### config.mk
export PLATFORM = sky130hd
export DESIGN_NAME = bounded_char_deque
export DESIGN_NICKNAME = d
export VERILOG_FILES = /design/src/sv/bcd_pkg.sv /design/src/sv/bounded_char_deque.sv /design/src/sv/bcd_cell.sv
export SDC_FILE = /design/constraint.sdc
export NUM_CORES = 1
export LEC_CHECK = 0
export BUFFER_PORTS_ARGS = -buffer_cell sky130_fd_sc_hd__buf_2
export CAP_MARGIN = 10
export CORE_UTILIZATION = 45
export DETAILED_ROUTE_END_ITERATION = 8
export SLEW_MARGIN = 10
export SYNTH_ARGS = -nofsm -noshare
export SYNTH_HDL_FRONTEND = slang
export SYNTH_SLANG_ARGS = --single-unit
### constraint.sdc
create_clock -name clock -period 3.35 [get_ports clock]
set_input_delay 0.335 -clock clock [delete_from_list [all_inputs] [get_ports clock]]
set_output_delay 0.335 -clock clock [all_outputs]
set_load 0.02 [all_outputs]
### src/sv/bcd_pkg.sv
// ----------------------------------------------------------------------------
// bcd_pkg
// Shared types and constants for the bounded byte deque: command and status
// codes, cell operations and the controller state type.
// ----------------------------------------------------------------------------
`default_nettype none

package bcd_pkg;

   localparam int DEPTH_DEFAULT = 16;

   localparam int CMD_W    = 4;
   localparam int BYTE_W   = 8;
   localparam int CAP_W    = 5;
   localparam int POS_W    = 5;
   localparam int STATUS_W = 2;
   localparam int COUNT_W  = 5;

   localparam logic [CAP_W-1:0] CAP_RESET = 5'd16;

   localparam logic [CMD_W-1:0] CMD_PUSH_FRONT    = 4'd0;
   localparam logic [CMD_W-1:0] CMD_PUSH_REAR     = 4'd1;
   localparam logic [CMD_W-1:0] CMD_POP_FRONT     = 4'd2;
   localparam logic [CMD_W-1:0] CMD_POP_REAR      = 4'd3;
   localparam logic [CMD_W-1:0] CMD_PEEK_FRONT    = 4'd4;
   localparam logic [CMD_W-1:0] CMD_PEEK_REAR     = 4'd5;
   localparam logic [CMD_W-1:0] CMD_REPLACE_FRONT = 4'd6;
   localparam logic [CMD_W-1:0] CMD_REPLACE_REAR  = 4'd7;
   localparam logic [CMD_W-1:0] CMD_SEARCH        = 4'd8;
   localparam logic [CMD_W-1:0] CMD_CLEAR         = 4'd9;

   localparam logic [STATUS_W-1:0] STATUS_OK        = 2'd0;
   localparam logic [STATUS_W-1:0] STATUS_FULL      = 2'd1;
   localparam logic [STATUS_W-1:0] STATUS_EMPTY     = 2'd2;
   localparam logic [STATUS_W-1:0] STATUS_NOT_FOUND = 2'd3;

   typedef enum logic [1:0] {
      CELL_HOLD,
      CELL_SHR,
      CELL_SHL,
      CELL_LOAD
   } cell_op_type;

   typedef struct packed {
      cell_op_type       op;
      logic [BYTE_W-1:0] wdata;
      logic [BYTE_W-1:0] key;
   } cell_ctrl_type;

   typedef enum logic {
      ST_IDLE,
      ST_WAVE
   } state_type;

endpackage

`default_nettype wire

### src/sv/bounded_char_deque.sv
// Responses: push, front pop/peek, replace, clear, empty refusals and search on
//   an empty deque pass the result stage and the output register, where rsp_valid
//   rises; one item per cycle while rsp_ready keeps the output moving. Rear pop,
//   rear peek and search take their result from the wave that runs one cell per
//   cycle down the chain of DEPTH cells; no new item is taken while a wave runs.
// Reset: synchronous; empties the deque, sets capacity_limit to 16 and drops any
//   pending result. Cell contents are not cleared.
// ----------------------------------------------------------------------------
// bounded_char_deque
// Bounded double-ended byte queue built as a chain of cells, entry i held in
// cell i, with a controller, a result stage and an output register.
// ----------------------------------------------------------------------------
`default_nettype none

module bounded_char_deque #(
   parameter int DEPTH = bcd_pkg::DEPTH_DEFAULT
) (
   input  wire                            clock,
   input  wire                            reset,
   input  wire                            req_valid,
   output logic                           req_ready,
   input  wire  [bcd_pkg::CMD_W-1:0]      req_cmd,
   input  wire  [bcd_pkg::BYTE_W-1:0]     req_data_in,
   output logic                           rsp_valid,
   input  wire                            rsp_ready,
   output logic [bcd_pkg::BYTE_W-1:0]     rsp_data_out,
   output logic [bcd_pkg::POS_W-1:0]      rsp_match_position,
   output logic [bcd_pkg::STATUS_W-1:0]   rsp_status,
   output logic [bcd_pkg::COUNT_W-1:0]    rsp_entry_count,
   output logic                           rsp_is_empty_flag,
   output logic                           rsp_is_full_flag,
   input  wire                            csr_wr_en,
   input  wire  [bcd_pkg::CAP_W-1:0]      csr_wr_data
);

   localparam int CW   = $clog2(DEPTH+1);
   localparam int CAPW = (CW > bcd_pkg::CAP_W) ? CW : bcd_pkg::CAP_W;
   localparam logic [CW-1:0]   DEPTH_C   = CW'(DEPTH);
   localparam logic [CAPW-1:0] DEPTH_CAP = CAPW'(DEPTH);
   localparam logic [CW-1:0]   ONE_C     = CW'(1);

   // control state
   bcd_pkg::state_type           state_ff, state_in;
   logic [CW-1:0]                count_ff, count_in;
   logic [CW-1:0]                wave_cnt_ff, wave_cnt_in;
   logic [bcd_pkg::CAP_W-1:0]    cap_ff;
   logic [bcd_pkg::CMD_W-1:0]    cmd_ff;
   logic [bcd_pkg::BYTE_W-1:0]   key_ff;

   // result stage and output register
   logic                         res_valid_ff, res_valid_in;
   logic [bcd_pkg::BYTE_W-1:0]   res_dout_ff, res_dout_in;
   logic [CW-1:0]                res_pos_ff, res_pos_in;
   logic [bcd_pkg::STATUS_W-1:0] res_status_ff, res_status_in;
   logic [CW-1:0]                res_count_ff;
   logic                         res_empty_ff, res_empty_in;
   logic                         res_full_ff, res_full_in;
   logic                         rsp_valid_ff, rsp_valid_in;

   logic                         accept, res_load, res_move, wave_start, wave_done;
   logic                         full_now;
   logic [CAPW-1:0]              eff_cap;
   bcd_pkg::cell_ctrl_type       cell_ctrl;
   logic [CW-1:0]                cell_target;

   logic [bcd_pkg::BYTE_W-1:0]   cell_byte  [DEPTH];
   logic [CW-1:0]                pos_chain  [DEPTH+1];
   logic [bcd_pkg::BYTE_W-1:0]   rbyte_chain[DEPTH+1];

   assign eff_cap   = (CAPW'(cap_ff) > DEPTH_CAP) ? DEPTH_CAP : CAPW'(cap_ff);
   assign full_now  = CAPW'(count_ff) >= eff_cap;
   assign wave_done = (state_ff == bcd_pkg::ST_WAVE) && (wave_cnt_ff == DEPTH_C);
   assign res_move  = res_valid_ff && (!rsp_valid_ff || rsp_ready);
   assign req_ready = (state_ff == bcd_pkg::ST_IDLE) && (!res_valid_ff || res_move);
   assign accept    = req_valid && req_ready;

   // ---------------------------------------------------------------- cell chain
   assign pos_chain[0]   = '0;
   assign rbyte_chain[0] = '0;

   for (genvar i = 0; i < DEPTH; i++) begin : g_cell
      logic [bcd_pkg::BYTE_W-1:0] left_b, right_b;
      if (i == 0) begin : g_first
         assign left_b = cell_ctrl.wdata;
      end else begin : g_mid_l
         assign left_b = cell_byte[i-1];
      end
      if (i == DEPTH-1) begin : g_last
         assign right_b = cell_byte[i];
      end else begin : g_mid_r
         assign right_b = cell_byte[i+1];
      end
      bcd_cell #(
         .DEPTH (DEPTH),
         .INDEX (i)
      ) u_cell (
         .clock      (clock),
         .ctrl       (cell_ctrl),
         .count      (count_ff),
         .target     (cell_target),
         .left_byte  (left_b),
         .right_byte (right_b),
         .pos_prev   (pos_chain[i]),
         .rbyte_prev (rbyte_chain[i]),
         .byte_out   (cell_byte[i]),
         .pos_next   (pos_chain[i+1]),
         .rbyte_next (rbyte_chain[i+1])
      );
   end

   // ---------------------------------------------------------------- next state
   always_comb begin
      state_in    = state_ff;
      wave_cnt_in = wave_cnt_ff;
      case (state_ff)
         bcd_pkg::ST_IDLE: begin
            if (wave_start) begin
               state_in    = bcd_pkg::ST_WAVE;
               wave_cnt_in = '0;
            end
         end
         bcd_pkg::ST_WAVE: begin
            if (wave_done) begin
               state_in = bcd_pkg::ST_IDLE;
            end else begin
               wave_cnt_in = wave_cnt_ff + ONE_C;
            end
         end
         default: state_in = bcd_pkg::ST_IDLE;
      endcase
   end

   // ---------------------------------------------------------------- outputs
   always_comb begin
      cell_ctrl.op    = bcd_pkg::CELL_HOLD;
      cell_ctrl.wdata = req_data_in;
      cell_ctrl.key   = key_ff;
      cell_target     = count_ff;
      count_in        = count_ff;
      wave_start      = 1'b0;
      res_load        = 1'b0;
      res_dout_in     = '0;
      res_pos_in      = '0;
      res_status_in   = bcd_pkg::STATUS_OK;

      if (accept) begin
         res_load = 1'b1;
         case (req_cmd)
            bcd_pkg::CMD_PUSH_FRONT, bcd_pkg::CMD_PUSH_REAR: begin
               if (full_now) begin
                  res_status_in = bcd_pkg::STATUS_FULL;
               end else begin
                  cell_ctrl.op = (req_cmd == bcd_pkg::CMD_PUSH_FRONT) ?
                                 bcd_pkg::CELL_SHR : bcd_pkg::CELL_LOAD;
                  count_in     = count_ff + ONE_C;
               end
            end
            bcd_pkg::CMD_POP_FRONT, bcd_pkg::CMD_PEEK_FRONT,
            bcd_pkg::CMD_REPLACE_FRONT, bcd_pkg::CMD_REPLACE_REAR: begin
               if (count_ff == '0) begin
                  res_status_in = bcd_pkg::STATUS_EMPTY;
               end else if (req_cmd == bcd_pkg::CMD_POP_FRONT) begin
                  res_dout_in  = cell_byte[0];
                  cell_ctrl.op = bcd_pkg::CELL_SHL;
                  count_in     = count_ff - ONE_C;
               end else if (req_cmd == bcd_pkg::CMD_PEEK_FRONT) begin
                  res_dout_in = cell_byte[0];
               end else if (req_cmd == bcd_pkg::CMD_REPLACE_FRONT) begin
                  cell_ctrl.op = bcd_pkg::CELL_LOAD;
                  cell_target  = '0;
               end else begin
                  cell_ctrl.op = bcd_pkg::CELL_LOAD;
                  cell_target  = count_ff - ONE_C;
               end
            end
            bcd_pkg::CMD_POP_REAR, bcd_pkg::CMD_PEEK_REAR: begin
               if (count_ff == '0) begin
                  res_status_in = bcd_pkg::STATUS_EMPTY;
               end else begin
                  wave_start = 1'b1;
                  res_load   = 1'b0;
               end
            end
            bcd_pkg::CMD_SEARCH: begin
               if (count_ff == '0) begin
                  res_status_in = bcd_pkg::STATUS_NOT_FOUND;
               end else begin
                  wave_start = 1'b1;
                  res_load   = 1'b0;
               end
            end
            bcd_pkg::CMD_CLEAR: count_in = '0;
            default:            count_in = count_ff;
         endcase
      end else if (wave_done) begin
         // the wave has reached the end of the chain: collect its result
         res_load = 1'b1;
         case (cmd_ff)
            bcd_pkg::CMD_POP_REAR: begin
               res_dout_in = rbyte_chain[DEPTH];
               count_in    = count_ff - ONE_C;
            end
            bcd_pkg::CMD_PEEK_REAR: res_dout_in = rbyte_chain[DEPTH];
            bcd_pkg::CMD_SEARCH: begin
               res_pos_in    = pos_chain[DEPTH];
               res_status_in = (pos_chain[DEPTH] == '0) ? bcd_pkg::STATUS_NOT_FOUND :
                                                          bcd_pkg::STATUS_OK;
            end
            default: res_dout_in = '0;
         endcase
      end

      res_empty_in = (count_in == '0);
      res_full_in  = CAPW'(count_in) >= eff_cap;

      res_valid_in = res_valid_ff;
      if (res_move) begin
         res_valid_in = 1'b0;
      end
      if (res_load) begin
         res_valid_in = 1'b1;
      end

      rsp_valid_in = rsp_valid_ff;
      if (rsp_valid_ff && rsp_ready) begin
         rsp_valid_in = 1'b0;
      end
      if (res_move) begin
         rsp_valid_in = 1'b1;
      end
   end

   // ---------------------------------------------------------------- registers
   always_ff @(posedge clock) begin
      if (reset) begin
         state_ff     <= bcd_pkg::ST_IDLE;
         count_ff     <= '0;
         wave_cnt_ff  <= '0;
         cap_ff       <= bcd_pkg::CAP_RESET;
         res_valid_ff <= 1'b0;
         rsp_valid_ff <= 1'b0;
      end else begin
         state_ff     <= state_in;
         count_ff     <= count_in;
         wave_cnt_ff  <= wave_cnt_in;
         res_valid_ff <= res_valid_in;
         rsp_valid_ff <= rsp_valid_in;
         if (csr_wr_en) begin
            cap_ff <= csr_wr_data;
         end
      end
   end

   always_ff @(posedge clock) begin
      if (accept) begin
         cmd_ff <= req_cmd;
         key_ff <= req_data_in;
      end
      if (res_load) begin
         res_dout_ff   <= res_dout_in;
         res_pos_ff    <= res_pos_in;
         res_status_ff <= res_status_in;
         res_count_ff  <= count_in;
         res_empty_ff  <= res_empty_in;
         res_full_ff   <= res_full_in;
      end
      if (res_move) begin
         rsp_data_out       <= res_dout_ff;
         rsp_match_position <= bcd_pkg::POS_W'(res_pos_ff);
         rsp_status         <= res_status_ff;
         rsp_entry_count    <= bcd_pkg::COUNT_W'(res_count_ff);
         rsp_is_empty_flag  <= res_empty_ff;
         rsp_is_full_flag   <= res_full_ff;
      end
   end

   assign rsp_valid = rsp_valid_ff;

   // ---------------------------------------------------------------- assertions
   a_count_bound: assert property (@(posedge clock) disable iff (reset)
      count_ff <= DEPTH_C)
      else $error("entry count above depth");

   a_wave_bound: assert property (@(posedge clock) disable iff (reset)
      (state_ff == bcd_pkg::ST_WAVE) |-> (wave_cnt_ff <= DEPTH_C))
      else $error("wave counter overran the chain");

   a_count_change: assert property (@(posedge clock) disable iff (reset)
      !$stable(count_ff) |-> ($past(accept) || $past(wave_done) || $past(reset)))
      else $error("entry count changed without an item or a finished wave");

   a_res_kept: assert property (@(posedge clock) disable iff (reset)
      (res_valid_ff && !res_move) |=> res_valid_ff)
      else $error("pending result dropped");

endmodule

`default_nettype wire

### src/sv/bcd_cell.sv
// ----------------------------------------------------------------------------
// bcd_cell
// One slot of the deque. Holds the entry at its position from the front,
// shifts with its neighbours on front pushes and pops, and forwards two
// registered wave values: the last search match so far and the rear byte.
// ----------------------------------------------------------------------------
`default_nettype none

module bcd_cell #(
   parameter int DEPTH = bcd_pkg::DEPTH_DEFAULT,
   parameter int INDEX = 0
) (
   input  wire                          clock,
   input  wire  bcd_pkg::cell_ctrl_type ctrl,
   input  wire  [$clog2(DEPTH+1)-1:0]   count,
   input  wire  [$clog2(DEPTH+1)-1:0]   target,
   input  wire  [bcd_pkg::BYTE_W-1:0]   left_byte,
   input  wire  [bcd_pkg::BYTE_W-1:0]   right_byte,
   input  wire  [$clog2(DEPTH+1)-1:0]   pos_prev,
   input  wire  [bcd_pkg::BYTE_W-1:0]   rbyte_prev,
   output logic [bcd_pkg::BYTE_W-1:0]   byte_out,
   output logic [$clog2(DEPTH+1)-1:0]   pos_next,
   output logic [bcd_pkg::BYTE_W-1:0]   rbyte_next
);

   localparam int CW = $clog2(DEPTH+1);
   localparam logic [CW-1:0] MY_SLOT = CW'(INDEX);
   localparam logic [CW-1:0] MY_POS  = CW'(INDEX + 1);

   logic [bcd_pkg::BYTE_W-1:0] byte_ff, byte_in;
   logic [CW-1:0]              pos_ff, pos_in;
   logic [bcd_pkg::BYTE_W-1:0] rbyte_ff, rbyte_in;
   logic                       occupied;

   always_comb begin
      byte_in = byte_ff;
      case (ctrl.op)
         bcd_pkg::CELL_SHR:  byte_in = left_byte;
         bcd_pkg::CELL_SHL:  byte_in = right_byte;
         bcd_pkg::CELL_LOAD: begin
            if (target == MY_SLOT) begin
               byte_in = ctrl.wdata;
            end
         end
         default:            byte_in = byte_ff;
      endcase
   end

   // later matches override earlier ones, so the wave ends with the last one
   assign occupied = MY_SLOT < count;
   assign pos_in   = (occupied && (byte_ff == ctrl.key)) ? MY_POS : pos_prev;
   assign rbyte_in = (count == MY_POS) ? byte_ff : rbyte_prev;

   always_ff @(posedge clock) begin
      byte_ff  <= byte_in;
      pos_ff   <= pos_in;
      rbyte_ff <= rbyte_in;
   end

   assign byte_out   = byte_ff;
   assign pos_next   = pos_ff;
   assign rbyte_next = rbyte_ff;

endmodule

`default_nettype wire
==> out/qor.txt <==
First-pass GRT wire length: 73,100 um
RSZ-0062 raised after global routing: true
Final wirelength: 48,100 um
Slew HR: 26.9%
Clk sink count: 384
Crit path launch: cap_ff[0]
CP required: 3640 ps
HPWL Detailed: 33,200 um
Clk pwr share: 37.8%
Area Overhead vs Synth: 15.9%
F_max: 315 MHz
Total number of vias: 11,833
Die Span Y: 194 um
FF+latch count, synth: 384
Synth unique cells: 66
Top cells by area, synth: edfxtp_1, dfxtp_1, mux2_2
NetSw: 3.20 mW
All-Layer GR Usage: 25.5%
Core Box Area: 36,500 sq um
Worst Hold Class: in -> reg
Root Driver: clkbuf_16
# hold bufs at CTS: 0
Final Slew Violations: 0
Layout cells sized above 1: 23.4%
Min Tclk post-route: 3170 ps
R2r startpoint: cap_ff[0]
Crit path kind: reg -> reg
Initial Util: 45.6%
Io pins: 46
Num CTS Buffers: 41
Clock Skews: 18.1 ps
Max Cap Viol: 0
Register area share after synthesis: 57.2%
Setup crit start kind: flip-flop
Final-stage net count: 1,607
Share of power burned in registers: 47.5%
Pin count of the biggest net entering global routing: 93
Final setup fails: 0
Number of synthesis warnings: 0
Cell Int Power: 9.15 mW
Post-Synthesis Cells: 1,479
Max FO, Critical Path: 4
Peak supply drop: 337 uV
Hold Startpoint: csr_wr_data[4]
Drt drc: 0
DIE AREA: 37,800 sq um
Core Util, Final: 52.9%
Maximum clock insertion buffer count: 3
Area leader, netlist: edfxtp_1
Top-count cell post-synth: a21oi_1
Net Count, Synth: 1,518
Primary FF master, synth: dfxtp_1
Via-to-Cell Ratio: 5.72
Worst Tran Pin Value: 1090 ps
Syn_area_per_cell: 11.3 sq um
First DRT Iteration DRCs: 1,107
Final Hold Violating Endpoints: 0
IO Port Bufs: 45
Power Density: 639 nW/um^2
Clk slew on worst S/H paths: 60 ps
Combinational power share: 14.8%
Final ANT Viol Nets: 0
DR pass1 iterations: 5
WHS: 24.7 ps
Post-synth EDFFs: 184
Synth async-reset ratio: 0%
Final worst-path cycle share: 94.7%
Post-CTS Repair Setup Buffers: 0
Net Sw Frac: 25.9%
Most frequent cells after synthesis: a21oi_1, dfxtp_1, edfxtp_1
Status: complete, no violations
GP Congestion: 0.876
Die width: 194 um
Max H-tree Level: 2
R2R Setup Slk: 180 ps
Synth top area share: 33.2%
Antenna Cells: 0
Global route overflow: 0
Worst skew pair latency: 550 ps
Row cnt: 70
Leak: 7.35 nW
Worst EP arrival: 3460 ps
Vias in the first global route: 11,717
CTS tree: built
Mapped cell area: 16,700 sq um
Initial antenna violation count: 2
Routed length per placed instance: 23.3 um
Crit end category: flip-flop
power by group through the flow:
| stage | combinational [mW] | clock (mW) | sequential, mW |
|---|---|---|---|
| 2_1_floorplan | 1.16 | 0 | 5.83 |
| 3_3_place_gp | 1.77 | 0 | 5.95 |
| 3_5_place_dp | 1.77 | 0 | 5.95 |
| 4_1_cts | 1.79 | 4.74 | 5.86 |
| 5_1_grt | 1.96 | 4.93 | 5.91 |
| 6_report | 1.82 | 4.66 | 5.86 |
registers in the layout, indices dropped and copies added, names as in the netlist, 4 cells and up:
signal                    flops
res_pos_ff                    5
key_ff                        8
g_cell.u_cell.rbyte_next    128
rsp_data_out                  8
rsp_match_position            5
rsp_entry_count               5
count_ff                      5
cmd_ff                        4
g_cell.u_cell.pos_next       54
wave_cnt_ff                   5
res_dout_ff                   8
res_count_ff                  5
g_cell.u_cell.byte_out      128
cap_ff                        5
final timing paths:
| kind | cells past startpoint | endpoint |
|---|---|---|
| setup / recovery | 15 | res_full_ff |
| hold / removal | 3 | cap_ff[4] |
| setup reg to reg | 15 | res_full_ff |
| hold reg to reg | 1 | g_cell[9].u_cell.pos_next[3] |
cells by family (layout without fill, tap and decap cells):
family | Yosys count | in the layout | synth area share, %
multiplexers | 143 | 143 | 9.62
AND/OR/NAND/NOR | 372 | 372 | 11.4
XOR/XNOR | 134 | 134 | 7.04
buffers and inverters | 104 | 225 | 2.62
AO/OA/AOI/OAI | 325 | 325 | 10.9
flip-flops | 384 | 384 | 57.2
adder cells (fa/ha/maj) | 17 | 17 | 1.28
metal layers:
| layer | global-route usage [%] | vias up | wire [um] |
|---|---|---|---|
| li1 | - | 5462 | - |
| met1 | 36.3 | 5767 | 21500 |
| met2 | 38.7 | 501 | 21300 |
| met3 | 4.60 | 101 | 3670 |
| met4 | 8.99 | 2 | 1540 |
| met5 | 1.66 | - | 83 |
timing repair:
item,4_1_cts,5_1_grt
pin swaps,0,2
gates resized for setup,4,12
endpoints found under the setup margin,80,220
worst max-delay path: stages (launching register included):
cell,delay (ps)
dfxtp_1,320
nor2b_2,180
ha_1,250
nand2b_1,180
a2111oi_4,350
o21a_2,250
nand2_1,90
a31oi_2,240
a21oi_2,70
ha_1,310
nand2b_1,140
a21o_1,170
a21oi_1,140
nor2b_1,60
o21ai_1,130
nand2b_1,60
placed cells by master, fill, tap and decap left out, drive strengths merged, types with 3 or more instances in the layout:
cell type / netlist / layout
buf: 47 / 133
nand3: 14 / 14
inv: 17 / 19
and3: 12 / 12
o21ai: 22 / 22
nand2: 37 / 37
o211ai: 4 / 4
ha: 17 / 17
clkinv: 0 / 8
nor4: 10 / 10
a2111oi: 3 / 3
a31oi: 4 / 4
clkbuf: 40 / 61
nor4b: 5 / 5
nor2: 146 / 146
xor2: 57 / 57
dfxtp: 200 / 200
or2: 14 / 14
o21a: 4 / 4
nor2b: 20 / 20
a21oi: 244 / 244
nand4: 22 / 22
nor3: 26 / 26
xnor2: 77 / 77
o31ai: 8 / 8
edfxtp: 184 / 184
o22ai: 3 / 3
a211oi: 6 / 6
a22o: 10 / 10
bufinv: 0 / 3
mux2: 137 / 137
nand2b: 26 / 26
and2: 25 / 25
mux2i: 6 / 6
per-stage QoR:
| step | cell area (sq um) | TNS [ps] | total power [mW] | setup WS [ps] | cells |
|---|---|---|---|---|---|
| floorplan | 16700 | -12400 | 7.00 | -191 | 1479 |
| global placement | 17900 | -2230 | 7.72 | -106 | 1993 |
| detailed placement | 17900 | -2190 | 7.72 | -96.7 | 1993 |
| CTS | 19300 | -161 | 12.4 | -22.2 | 2068 |
| global route | 19300 | -59.3 | 12.8 | -59.3 | 2068 |
| finish | 19300 | 0 | 12.3 | 177 | 2068 |
cell type report:
cell class,instances,area [sq um]
Fill cell,3189,17200
Multi-Input combinational cell,991,6780
Timing Repair Buffer,133,952
Sequential cell,384,9530
Tap cell,468,586
Clock buffer,61,1230
Clock inverter,14,166
Inverter,17,63.8
No activity file was read; power rests on OpenSTA's default activity.
